File: src/rtl/ihtl_pkg.sv
// shared types and constants of the integral hold trim learner
// depends on nothing; used by every module of the block but the divider
`default_nettype none

package ihtl_pkg;

  localparam int TRIM_KNOTS_DEF = 11;

  // configuration register indexes
  localparam logic [2:0] REG_STROKE_MIN   = 3'd0;
  localparam logic [2:0] REG_STROKE_MAX   = 3'd1;
  localparam logic [2:0] REG_TRIM_ENABLED = 3'd2;
  localparam logic [2:0] REG_ENTER_BAND   = 3'd3;
  localparam logic [2:0] REG_EXIT_BAND    = 3'd4;
  localparam logic [2:0] REG_CONFIRM_MS   = 3'd5;
  localparam logic [2:0] REG_RELEASE_MS   = 3'd6;
  localparam logic [2:0] REG_TRIM_LIMIT   = 3'd7;

  // table read selects
  localparam logic [1:0] SEL_QLO = 2'd0;
  localparam logic [1:0] SEL_QHI = 2'd1;
  localparam logic [1:0] SEL_DLO = 2'd2;
  localparam logic [1:0] SEL_DHI = 2'd3;

  typedef struct packed {
    logic              target_settled;
    logic signed [15:0] control_error;
    logic [31:0]        now_ms;
    logic signed [23:0] loop_integral;
    logic [15:0]        demand_position;
    logic [15:0]        query_position;
  } in_t;

  typedef struct packed {
    logic               hold_active;
    logic               hold_entered;
    logic               trim_transferred;
    logic signed [23:0] trim_value;
    logic [15:0]        transfer_total;
  } out_t;

  typedef struct packed {
    logic [15:0] stroke_min;
    logic [15:0] stroke_max;
    logic        trim_enabled;
    logic [11:0] enter_band;
    logic [11:0] exit_band;
    logic [15:0] confirm_ms;
    logic [15:0] release_ms;
    logic [22:0] trim_limit;
  } cfg_t;

  typedef struct packed {
    logic       latch;
    logic       div_start;
    logic       rd_en;
    logic [1:0] rd_sel;
    logic       cap_en;
    logic [1:0] cap_sel;
    logic       mul_en;
    logic       step_en;
    logic       wr_lo;
    logic       wr_hi;
    logic       out_load;
  } cmd_t;

  typedef struct packed {
    logic div_done;
  } sts_t;

endpackage

`default_nettype wire

File: src/rtl/ihtl_div.sv
// restoring divider, one quotient bit per cycle, 16 bit divisor
// depends on nothing outside this file
`default_nettype none

module ihtl_div #(
  parameter int NW = 30
) (
  input  wire logic          clk,
  input  wire logic          rst_n,
  input  wire logic          start,
  input  wire logic [NW-1:0] num,
  input  wire logic [15:0]   den,
  output logic               done,
  output logic [NW-1:0]      quo
);

  localparam int CW = $clog2(NW + 1);

  logic          busy_r, done_r;
  logic [CW-1:0] cnt_r;
  logic [15:0]   rem_r, den_r;
  logic [NW-1:0] quo_r;
  logic [16:0]   sh;
  logic          qbit;

  // trial subtraction
  always_comb begin
    sh   = {rem_r, quo_r[NW-1]};
    qbit = (sh >= {1'b0, den_r});
  end

  always_ff @(posedge clk) begin
    if (!rst_n) begin
      busy_r <= 1'b0;
      done_r <= 1'b0;
      cnt_r  <= '0;
    end else if (start) begin
      busy_r <= 1'b1;
      done_r <= 1'b0;
      cnt_r  <= '0;
    end else if (busy_r) begin
      cnt_r <= cnt_r + 1'b1;
      if (cnt_r == CW'(NW - 1)) begin
        busy_r <= 1'b0;
        done_r <= 1'b1;
      end
    end
  end

  // shift dividend out, quotient in
  always_ff @(posedge clk) begin
    if (start) begin
      rem_r <= '0;
      den_r <= den;
      quo_r <= num;
    end else if (busy_r) begin
      rem_r <= qbit ? 16'(sh - {1'b0, den_r}) : sh[15:0];
      quo_r <= {quo_r[NW-2:0], qbit};
    end
  end

  assign done = done_r;
  assign quo  = quo_r;

endmodule

`default_nettype wire

File: src/rtl/ihtl_datapath.sv
// datapath: input latch, stroke dividers, trim table, hold machine, output register
// depends on ihtl_pkg and ihtl_div
`default_nettype none

module ihtl_datapath #(
  parameter int TRIM_KNOTS = ihtl_pkg::TRIM_KNOTS_DEF
) (
  input  wire logic          clk,
  input  wire logic          rst_n,
  input  wire ihtl_pkg::cfg_t cfg,
  input  wire ihtl_pkg::in_t  in_data,
  input  wire ihtl_pkg::cmd_t cmd,
  output ihtl_pkg::sts_t      sts,
  output ihtl_pkg::out_t      out_data
);
  import ihtl_pkg::*;

  localparam int IW  = $clog2(TRIM_KNOTS);
  localparam int KM1 = TRIM_KNOTS - 1;
  localparam int QW  = IW + 8;
  localparam int NW  = 16 + IW + 8;

  typedef struct packed {
    logic [IW-1:0] lo;
    logic [IW-1:0] hi;
    logic [7:0]    w;
  } loc_t;

  // knot placement from a quotient
  function automatic loc_t locate(input logic [15:0] pos, input logic [QW-1:0] q,
                                  input logic [15:0] mn, input logic [15:0] mx);
    loc_t r;
    r.lo = '0;
    r.w  = '0;
    if (mx > mn && pos > mn) begin
      if (pos >= mx) begin
        r.lo = IW'(KM1);
      end else if (q[QW-1:8] >= IW'(KM1)) begin
        r.lo = IW'(KM1);
      end else begin
        r.lo = q[QW-1:8];
        r.w  = q[7:0];
      end
    end
    r.hi = (r.lo == IW'(KM1)) ? r.lo : IW'(r.lo + 1'b1);
    return r;
  endfunction

  in_t           in_r;
  logic [NW-1:0] qnum, dnum, qquo, dquo;
  logic          qdone, ddone;
  loc_t          qloc, dloc;

  // input latch
  always_ff @(posedge clk) begin
    if (cmd.latch) in_r <= in_data;
  end

  // dividend for each position
  assign qnum = NW'(NW'(16'(in_r.query_position - cfg.stroke_min)) * NW'(KM1)) << 8;
  assign dnum = NW'(NW'(16'(in_r.demand_position - cfg.stroke_min)) * NW'(KM1)) << 8;

  ihtl_div #(.NW(NW)) u_qdiv (
    .clk(clk), .rst_n(rst_n), .start(cmd.div_start), .num(qnum),
    .den(16'(cfg.stroke_max - cfg.stroke_min)), .done(qdone), .quo(qquo)
  );

  ihtl_div #(.NW(NW)) u_ddiv (
    .clk(clk), .rst_n(rst_n), .start(cmd.div_start), .num(dnum),
    .den(16'(cfg.stroke_max - cfg.stroke_min)), .done(ddone), .quo(dquo)
  );

  assign sts.div_done = qdone & ddone;

  assign qloc = locate(in_r.query_position, qquo[QW-1:0], cfg.stroke_min, cfg.stroke_max);
  assign dloc = locate(in_r.demand_position, dquo[QW-1:0], cfg.stroke_min, cfg.stroke_max);

  // trim table memory with per-entry valid bits
  logic signed [23:0]   mem [TRIM_KNOTS];
  logic [TRIM_KNOTS-1:0] vld_r;
  logic [IW-1:0]        rd_addr, wr_addr;
  logic signed [23:0]   rd_data_r, wr_data;
  logic                 rd_vld_r, wr_en;
  logic signed [24:0]   cl_r, cu_r;
  logic                 moved_r;

  always_comb begin
    unique case (cmd.rd_sel)
      SEL_QLO: rd_addr = qloc.lo;
      SEL_QHI: rd_addr = qloc.hi;
      SEL_DLO: rd_addr = dloc.lo;
      default: rd_addr = dloc.hi;
    endcase
  end

  assign wr_en   = (cmd.wr_lo | cmd.wr_hi) & moved_r;
  assign wr_addr = cmd.wr_lo ? dloc.lo : dloc.hi;
  assign wr_data = cmd.wr_lo ? cl_r[23:0] : cu_r[23:0];

  always_ff @(posedge clk) begin
    if (wr_en) mem[wr_addr] <= wr_data;
    if (cmd.rd_en) begin
      rd_data_r <= mem[rd_addr];
      rd_vld_r  <= vld_r[rd_addr];
    end
  end

  always_ff @(posedge clk) begin
    if (!rst_n) vld_r <= '0;
    else if (wr_en) vld_r[wr_addr] <= 1'b1;
  end

  // capture of the four knot values
  logic signed [23:0] t_ql_r, t_qh_r, t_dl_r, t_dh_r, rd_val;
  assign rd_val = rd_vld_r ? rd_data_r : 24'sd0;

  always_ff @(posedge clk) begin
    if (cmd.cap_en) begin
      unique case (cmd.cap_sel)
        SEL_QLO: t_ql_r <= rd_val;
        SEL_QHI: t_qh_r <= rd_val;
        SEL_DLO: t_dl_r <= rd_val;
        default: t_dh_r <= rd_val;
      endcase
    end
  end

  // interpolation products
  logic signed [33:0] p_lo_r, p_hi_r;
  logic signed [34:0] isum;

  always_ff @(posedge clk) begin
    if (cmd.mul_en) begin
      p_lo_r <= 34'(t_ql_r) * 34'($signed({1'b0, 9'(9'd256 - {1'b0, qloc.w})}));
      p_hi_r <= 34'(t_qh_r) * 34'($signed({2'b00, qloc.w}));
    end
  end

  assign isum = 35'(p_lo_r) + 35'(p_hi_r) + 35'sd128;

  // hold machine next state
  logic signed [16:0] e17;
  logic [16:0]        aerr;
  logic               hold_r, epend_r, rpend_r;
  logic [31:0]        estart_r, rstart_r;
  logic               hold_nxt, epend_nxt, rpend_nxt, entered;
  logic [31:0]        estart_nxt, rstart_nxt;

  assign e17  = 17'(in_r.control_error);
  assign aerr = e17[16] ? 17'(-e17) : 17'(e17);

  always_comb begin
    hold_nxt   = hold_r;
    epend_nxt  = epend_r;
    rpend_nxt  = rpend_r;
    estart_nxt = estart_r;
    rstart_nxt = rstart_r;
    entered    = 1'b0;
    if (!in_r.target_settled) begin
      hold_nxt  = 1'b0;
      epend_nxt = 1'b0;
      rpend_nxt = 1'b0;
    end else if (!hold_r) begin
      if (aerr > 17'(cfg.enter_band)) begin
        epend_nxt = 1'b0;
      end else begin
        if (!epend_r) estart_nxt = in_r.now_ms;
        epend_nxt = 1'b1;
        if (32'(in_r.now_ms - estart_nxt) >= 32'(cfg.confirm_ms)) begin
          hold_nxt  = 1'b1;
          entered   = 1'b1;
          epend_nxt = 1'b0;
          rpend_nxt = 1'b0;
        end
      end
    end else if (aerr <= 17'(cfg.exit_band)) begin
      rpend_nxt = 1'b0;
    end else if (!rpend_r) begin
      rpend_nxt  = 1'b1;
      rstart_nxt = in_r.now_ms;
    end else if (32'(in_r.now_ms - rstart_r) >= 32'(cfg.release_ms)) begin
      hold_nxt  = 1'b0;
      epend_nxt = 1'b0;
      rpend_nxt = 1'b0;
    end
  end

  // transfer check
  logic signed [24:0] cl, cu, lim;
  logic               refuse, moved;
  assign cl  = 25'(t_dl_r) + 25'(in_r.loop_integral);
  assign cu  = 25'(t_dh_r) + 25'(in_r.loop_integral);
  assign lim = $signed({2'b00, cfg.trim_limit});
  assign refuse = (cl > lim) || (cl < -lim) || (cu > lim) || (cu < -lim) ||
                  ((in_r.loop_integral < 24'sd128) && (in_r.loop_integral > -24'sd128));
  assign moved = entered & cfg.trim_enabled & ~refuse;

  logic [15:0]        cnt_r;
  logic               entered_r;
  logic signed [23:0] trim_r;

  always_ff @(posedge clk) begin
    if (!rst_n) begin
      hold_r   <= 1'b0;
      epend_r  <= 1'b0;
      rpend_r  <= 1'b0;
      estart_r <= '0;
      rstart_r <= '0;
      cnt_r    <= '0;
      moved_r  <= 1'b0;
    end else if (cmd.step_en) begin
      hold_r   <= hold_nxt;
      epend_r  <= epend_nxt;
      rpend_r  <= rpend_nxt;
      estart_r <= estart_nxt;
      rstart_r <= rstart_nxt;
      moved_r  <= moved;
      if (moved) cnt_r <= cnt_r + 1'b1;
    end
  end

  always_ff @(posedge clk) begin
    if (cmd.step_en) begin
      entered_r <= entered;
      cl_r      <= cl;
      cu_r      <= cu;
      trim_r    <= cfg.trim_enabled ? isum[31:8] : 24'sd0;
    end
  end

  // output register
  always_ff @(posedge clk) begin
    if (cmd.out_load) begin
      out_data.hold_active      <= hold_r;
      out_data.hold_entered     <= entered_r;
      out_data.trim_transferred <= moved_r;
      out_data.trim_value       <= trim_r;
      out_data.transfer_total   <= cnt_r;
    end
  end

endmodule

`default_nettype wire

File: src/rtl/ihtl_ctrl.sv
// controller state machine sequencing one step through the datapath
// depends on ihtl_pkg
`default_nettype none

module ihtl_ctrl (
  input  wire logic           clk,
  input  wire logic           rst_n,
  input  wire logic           in_valid,
  output logic                in_ready,
  output logic                out_valid,
  input  wire logic           out_ready,
  input  wire ihtl_pkg::sts_t sts,
  output ihtl_pkg::cmd_t      cmd
);
  import ihtl_pkg::*;

  localparam logic [3:0] S_IDLE = 4'd0;
  localparam logic [3:0] S_DIV  = 4'd1;
  localparam logic [3:0] S_RQL  = 4'd2;
  localparam logic [3:0] S_RQH  = 4'd3;
  localparam logic [3:0] S_RDL  = 4'd4;
  localparam logic [3:0] S_RDH  = 4'd5;
  localparam logic [3:0] S_CAP  = 4'd6;
  localparam logic [3:0] S_STEP = 4'd7;
  localparam logic [3:0] S_WRL  = 4'd8;
  localparam logic [3:0] S_WRH  = 4'd9;
  localparam logic [3:0] S_OUT  = 4'd10;

  logic [3:0] state_r, state_nxt;
  logic       ovalid_r, started_r;

  assign in_ready  = (state_r == S_IDLE);
  assign out_valid = ovalid_r;

  // commands and next state
  always_comb begin
    cmd       = '0;
    state_nxt = state_r;
    unique case (state_r)
      S_IDLE: begin
        cmd.latch = in_valid;
        if (in_valid) state_nxt = S_DIV;
      end
      S_DIV: begin
        cmd.div_start = ~started_r;
        if (started_r && sts.div_done) state_nxt = S_RQL;
      end
      S_RQL: begin
        cmd.rd_en  = 1'b1;
        cmd.rd_sel = SEL_QLO;
        state_nxt  = S_RQH;
      end
      S_RQH: begin
        cmd.rd_en   = 1'b1;
        cmd.rd_sel  = SEL_QHI;
        cmd.cap_en  = 1'b1;
        cmd.cap_sel = SEL_QLO;
        state_nxt   = S_RDL;
      end
      S_RDL: begin
        cmd.rd_en   = 1'b1;
        cmd.rd_sel  = SEL_DLO;
        cmd.cap_en  = 1'b1;
        cmd.cap_sel = SEL_QHI;
        state_nxt   = S_RDH;
      end
      S_RDH: begin
        cmd.rd_en   = 1'b1;
        cmd.rd_sel  = SEL_DHI;
        cmd.cap_en  = 1'b1;
        cmd.cap_sel = SEL_DLO;
        state_nxt   = S_CAP;
      end
      S_CAP: begin
        cmd.cap_en  = 1'b1;
        cmd.cap_sel = SEL_DHI;
        cmd.mul_en  = 1'b1;
        state_nxt   = S_STEP;
      end
      S_STEP: begin
        cmd.step_en = 1'b1;
        state_nxt   = S_WRL;
      end
      S_WRL: begin
        cmd.wr_lo = 1'b1;
        state_nxt = S_WRH;
      end
      S_WRH: begin
        cmd.wr_hi = 1'b1;
        state_nxt = S_OUT;
      end
      S_OUT: begin
        if (!ovalid_r || out_ready) begin
          cmd.out_load = 1'b1;
          state_nxt    = S_IDLE;
        end
      end
      default: state_nxt = S_IDLE;
    endcase
  end

  always_ff @(posedge clk) begin
    if (!rst_n) begin
      state_r   <= S_IDLE;
      ovalid_r  <= 1'b0;
      started_r <= 1'b0;
    end else begin
      state_r   <= state_nxt;
      started_r <= (state_r == S_DIV);
      // result beat handshake
      if (cmd.out_load) ovalid_r <= 1'b1;
      else if (out_ready) ovalid_r <= 1'b0;
    end
  end

endmodule

`default_nettype wire

File: src/rtl/integral_hold_trim_learner.sv
// Integral hold and trim learner. Each input beat is one control step and
// gives one result beat. A step accepts the beat, starts two one-bit-per-cycle
// dividers that run side by side for the query and demand stroke coordinates,
// waits until their done flag is seen, then sequences the four trim-table
// reads, interpolation, hold update, two knot writes and the output load. A
// new input beat is taken only once the previous step is through. A finished
// result waits in an output register, so the next step is taken while it is
// still unread. Configuration is written through a plain write port; it is to
// be written only while no step is in flight, which the user must keep to, as
// the block itself does not enforce it.
// depends on ihtl_pkg, ihtl_ctrl, ihtl_datapath
`default_nettype none

module integral_hold_trim_learner #(
  parameter int TRIM_KNOTS = ihtl_pkg::TRIM_KNOTS_DEF
) (
  input  wire logic          clk,
  input  wire logic          rst_n,
  input  wire logic          in_valid,
  output logic               in_ready,
  input  wire ihtl_pkg::in_t in_data,
  output logic               out_valid,
  input  wire logic          out_ready,
  output ihtl_pkg::out_t     out_data,
  input  wire logic          cfg_we,
  input  wire logic [2:0]    cfg_addr,
  input  wire logic [22:0]   cfg_wdata
);
  import ihtl_pkg::*;

  cfg_t cfg_r;
  cmd_t cmd;
  sts_t sts;

  // configuration registers
  always_ff @(posedge clk) begin
    if (!rst_n) begin
      cfg_r.stroke_min   <= 16'd0;
      cfg_r.stroke_max   <= 16'd65535;
      cfg_r.trim_enabled <= 1'b0;
      cfg_r.enter_band   <= 12'd20;
      cfg_r.exit_band    <= 12'd40;
      cfg_r.confirm_ms   <= 16'd100;
      cfg_r.release_ms   <= 16'd100;
      cfg_r.trim_limit   <= 23'd25600;
    end else if (cfg_we) begin
      unique case (cfg_addr)
        REG_STROKE_MIN:   cfg_r.stroke_min   <= cfg_wdata[15:0];
        REG_STROKE_MAX:   cfg_r.stroke_max   <= cfg_wdata[15:0];
        REG_TRIM_ENABLED: cfg_r.trim_enabled <= cfg_wdata[0];
        REG_ENTER_BAND:   cfg_r.enter_band   <= cfg_wdata[11:0];
        REG_EXIT_BAND:    cfg_r.exit_band    <= cfg_wdata[11:0];
        REG_CONFIRM_MS:   cfg_r.confirm_ms   <= cfg_wdata[15:0];
        REG_RELEASE_MS:   cfg_r.release_ms   <= cfg_wdata[15:0];
        default:          cfg_r.trim_limit   <= cfg_wdata;
      endcase
    end
  end

  ihtl_ctrl u_ctrl (
    .clk(clk), .rst_n(rst_n), .in_valid(in_valid), .in_ready(in_ready),
    .out_valid(out_valid), .out_ready(out_ready), .sts(sts), .cmd(cmd)
  );

  ihtl_datapath #(.TRIM_KNOTS(TRIM_KNOTS)) u_dp (
    .clk(clk), .rst_n(rst_n), .cfg(cfg_r), .in_data(in_data),
    .cmd(cmd), .sts(sts), .out_data(out_data)
  );

endmodule

`default_nettype wire

File: config.mk
export PLATFORM = sky130hd
export DESIGN_NAME = integral_hold_trim_learner
export DESIGN_NICKNAME = d
export VERILOG_FILES = /design/src/rtl/ihtl_pkg.sv /design/src/rtl/ihtl_div.sv /design/src/rtl/ihtl_datapath.sv /design/src/rtl/ihtl_ctrl.sv /design/src/rtl/integral_hold_trim_learner.sv
export SDC_FILE = /design/constraint.sdc
export NUM_CORES = 2
export LEC_CHECK = 0
export ABC_AREA = 1
export BUFFER_PORTS_ARGS = -buffer_cell sky130_fd_sc_hd__clkbuf_2
export CORE_MARGIN = 2
export CORE_UTILIZATION = 35
export DETAILED_ROUTE_END_ITERATION = 7
export HOLD_SLACK_MARGIN = 0.08
export PLACE_DENSITY = 0.51
export SYNTH_ARGS = -nofsm -noshare
export SYNTH_HDL_FRONTEND = slang
export SYNTH_SLANG_ARGS = --single-unit
File: constraint.sdc
create_clock -name clk -period 11.7 [get_ports clk]
set_input_delay 2.34 -clock clk [delete_from_list [all_inputs] [get_ports clk]]
set_output_delay 2.34 -clock clk [all_outputs]
set_load 0.005 [all_outputs]
==> impl_metrics.csv <==
group,metric,value,unit
outcome,status,"complete, no violations",
timing,finalSetupViolations,0,
global_route,track_usage,0.200,
critical_path,arrival,9.49,ns
critical_path,required,12.21,ns
drt,vias,53800,
drt,drtIter0Drc,3865,
floorplan,initial_core_util,0.352,
yosys,synth.cell_area,0.0694,sq mm
layout,stdcell_area,0.0771,sq mm
floorplan,core,0.197,sq mm
critical_path,max_stage_delay,0.55,ns
critical_path,crit_type,"flop to flop",
global_route,grt_max_degree,90,
pwr,pwr-share-clk,0.269,
flow_run,drv_cap,0,
critical_path,r2r_setup_slack,2.72,ns
clock_network,cts.repair.resized,0,
timing,slew_headroom,0.258,
floorplan,ios,181,
yosys,netlist.area_leader.share,0.313,
critical_path,rr_worst_depth,38,
clock_network,clock-root-buffer,"clkbuf_16",
critical_path,slowest_stage,"fa_1",
global_route,grt_pass1_wl,313000,microns
clock_network,hold_buffers,0,
timing,drv_slew,0,
critical_path,timing.rr.start,"cfg_r[80]$_SDFFE_PN1P_",
timing,tns,0,ns
clock_network,cts.path.max_buffers,3,
pwr,p_leak,34.8,nW
min_path,min_path_cells,0,
timing,fin_crit,8.98,ns
clock_network,insertion_delay,0.80,ns
drt,drt-total-wl,205000,microns
drt,antenna_left,0,
drt,first_pass_iters,6,
critical_path,worst_setup_path_start_kind,"flop",
pwr,p_switching,0.00545,W
timing,rsz0062_at_grt,"false",
pwr,intPower,0.00825,W
yosys,synth_edf_count,724,
min_path,min-delay-start,"u_dp.trim_r[0]$_SDFFCE_PN0P_",
timing,hold_violations,0,
yosys,synth_cell_type_count,62,
critical_path,critPathMaxFanout,22,
layout,post-route-util,0.391,
pwr,combinationalPowerShare,0.407,
drt,drcViolationCount,0,
yosys,synth_area_leaders,"edfxtp_1 (31%), ha_1 (11%), fa_1 (9.5%)",
pwr,seqPwrFrac,0.324,
timing,skew,0.0513,ns
drt,wl_per_cell,18.9,microns
clock_network,cts_tree,"yes",
clock_network,cts.sinks,1001,
clock_network,cts_buffers,115,
yosys,yosysSeqAreaShare,0.393,
layout,nNetsFinal,9202,
place,portBuffers,180,
yosys,synth_top_area_cell,"edfxtp_1",
pwr,p_sw_frac,0.398,
pwr,ir_worst_vdd,0.131,mV
global_route,grt_pass1_vias,53100,
min_path,min_to,"u_dp.out_data[16]$_DFFE_PP_",
layout,register_area,0.0273,sq mm
floorplan,die_area,0.202,sq mm
yosys,synth_ff_type,"edfxtp_1",
layout,fillers,19900,
place,placed_area,0.0732,sq mm
timing,fin_crit_sh,0.768,
layout,syn2layout_area_growth,11.0,%
place,gp_congestion,0.941,
layout,drive_above_1_share,0.0587,
min_path,min_path_type,"flop to flop",
timing,clock.fmax,111,MHz
critical_path,r2r_end,"u_dp.p_lo_r[31]$_DFFE_PP_",
yosys,synthesis.nets,9047,
clock_network,htree_levels,3,
pwr,power_density,178,mW/mm^2
yosys,syn_avg_cell_area,8.73,sq um
yosys,ys_seq_elements,1001,
clock_network,post_cts_buffers,0,
clock_network,clkTransAtPathRegs,0.06,ns
yosys,syn_inst,7953,
yosys,synthArstFlopShare,0,
timing,tightestPinTransition,1.11,ns
global_route,grt_overflow,0,
global_route,antenna_found_initial,28,
drt,viasPerCell,4.96,
floorplan,row_count,163,
place,hpwl,154000,microns
floorplan,die_w,449,microns
critical_path,crit_top_cell,"nand2_1",
floorplan,die_h,449,microns
critical_path,end_kind,"flop",
timing,holdWs,0.418,ns
yosys,yosys_warnings,0,
layout,multi_input_area,0.0362,sq mm
[state kept, by name, summed over array words and instances, names as in the netlist, 24 cells and up]
signal,count
cfg_r,112
u_dp.t_dl_r,24
u_dp.u_ddiv.quo,28
u_dp.rstart_r,32
u_dp.cl_r,24
u_dp.p_hi_r,32
u_dp.t_dh_r,24
u_dp.t_ql_r,24
u_dp.mem,264
u_dp.p_lo_r,32
u_dp.cu_r,24
u_dp.rd_data_r,24
u_dp.t_qh_r,24
u_dp.u_qdiv.quo,28
u_dp.in_r,89
u_dp.trim_r,24
u_dp.out_data,43
u_dp.estart_r,32
[cell usage after synthesis, drive strengths merged (15+ instances only)]
master	number
a22o	15
nor3	73
a22oi	16
nand3	419
xnor2	81
inv	1360
o211ai	72
nor2	587
buf	43
edfxtp	724
a21o	17
a31oi	30
o21bai	28
o21ai	420
a21oi	594
nand4	78
nand3b	105
fa	330
nor4	28
xor2	172
ha	628
o21a	18
nand2	1600
dfxtp	277
clkbuf	145
[power by group through the flow]
stage | clock [W] | sequential (W) | combinational [W]
finish | 0.00368 | 0.00444 | 0.00558
global route | 0.00391 | 0.00446 | 0.00639
CTS | 0.00378 | 0.00444 | 0.00560
detailed placement | 0 | 0.00451 | 0.00557
global placement | 0 | 0.00451 | 0.00552
floorplan | 0 | 0.00442 | 0.00410
[worst max path at each step]
stage                                 startpoint                   endpoint  depth (start not counted)
after floorplan                         in_valid      u_dp.e17[0]$_DFFE_PP_                          2
after global placement    cfg_r[80]$_SDFFE_PN1P_  u_dp.p_lo_r[25]$_DFFE_PP_                         38
after detailed placement  cfg_r[80]$_SDFFE_PN1P_  u_dp.p_lo_r[25]$_DFFE_PP_                         38
after CTS                 cfg_r[80]$_SDFFE_PN1P_  u_dp.p_lo_r[31]$_DFFE_PP_                         38
after global routing      cfg_r[80]$_SDFFE_PN1P_  u_dp.p_lo_r[25]$_DFFE_PP_                         38
final                     cfg_r[80]$_SDFFE_PN1P_  u_dp.p_lo_r[31]$_DFFE_PP_                         38
[metal layers]
| layer | routed length [microns] | GRT usage | vias up |
|---|---|---|---|
| li1 | - | - | 26600 |
| met1 | 92800 | 0.266 | 25800 |
| met2 | 96600 | 0.338 | 1125 |
| met3 | 8510 | 0.0235 | 318 |
| met4 | 6830 | 0.0668 | 8 |
| met5 | 50 | 0 | - |
[final cells by class]
type,instances,share of cell area
Clock inverter,59,0.00847
Sequential cell,1001,0.354
Antenna cell,7,0.000227
Inverter,1368,0.0666
Timing Repair Buffer,226,0.0162
Clock buffer,158,0.0413
Tap cell,2640,0.0429
Multi-Input combinational cell,5396,0.470
[critical path, delay by kind of cell, from the launching register on]
family          cells  cell delay [ns]
buf+inv             8             1.11
xor+xnor            1             0.20
fa+ha+maj           9             3.88
simple gates       17             2.38
flops               1             0.36
compound gates      3             0.77
[cell families after synthesis]
group,Yosys count,synth area share
simple gates,2916,0.179
buf+inv,1556,0.0862
compound gates,1269,0.101
flops,1001,0.393
fa+ha+maj,958,0.208
xor+xnor,253,0.0320
[cells in the final DEF (no fill, tap or decap), drive strengths merged, types with 4 or more instances in the layout]
cell / count
nand2: 1600
inv: 1362
edfxtp: 724
ha: 628
a21oi: 594
nor2: 587
o21ai: 420
nand3: 419
clkbuf: 337
fa: 330
dfxtp: 277
xor2: 172
nand3b: 105
xnor2: 81
nand4: 78
nor3: 73
o211ai: 72
clkinv: 53
buf: 47
a31oi: 30
o21bai: 28
nor4: 28
o21a: 18
a21o: 17
a22oi: 16
a22o: 15
or2: 10
a21boi: 9
and2: 8
a221oi: 8
bufinv: 8
diode: 7
o31ai: 7
o221ai: 7
o2111ai: 6
o22ai: 6
a211oi: 5
a32o: 5
clkinvlp: 4
[stage by stage]
| step | worst slack [ns] | cells | total power, W |
|---|---|---|---|
| 6_report | 2.72 | 10900 | 0.0137 |
| 5_1_grt | 2.08 | 10900 | 0.0148 |
| 4_1_cts | 2.74 | 10800 | 0.0138 |
| 3_5_place_dp | 2.70 | 10600 | 0.0101 |
| 3_3_place_gp | 2.76 | 10600 | 0.0100 |
| 2_1_floorplan | 1.53 | 7953 | 0.00851 |
Power figures use the tool's default switching activity.
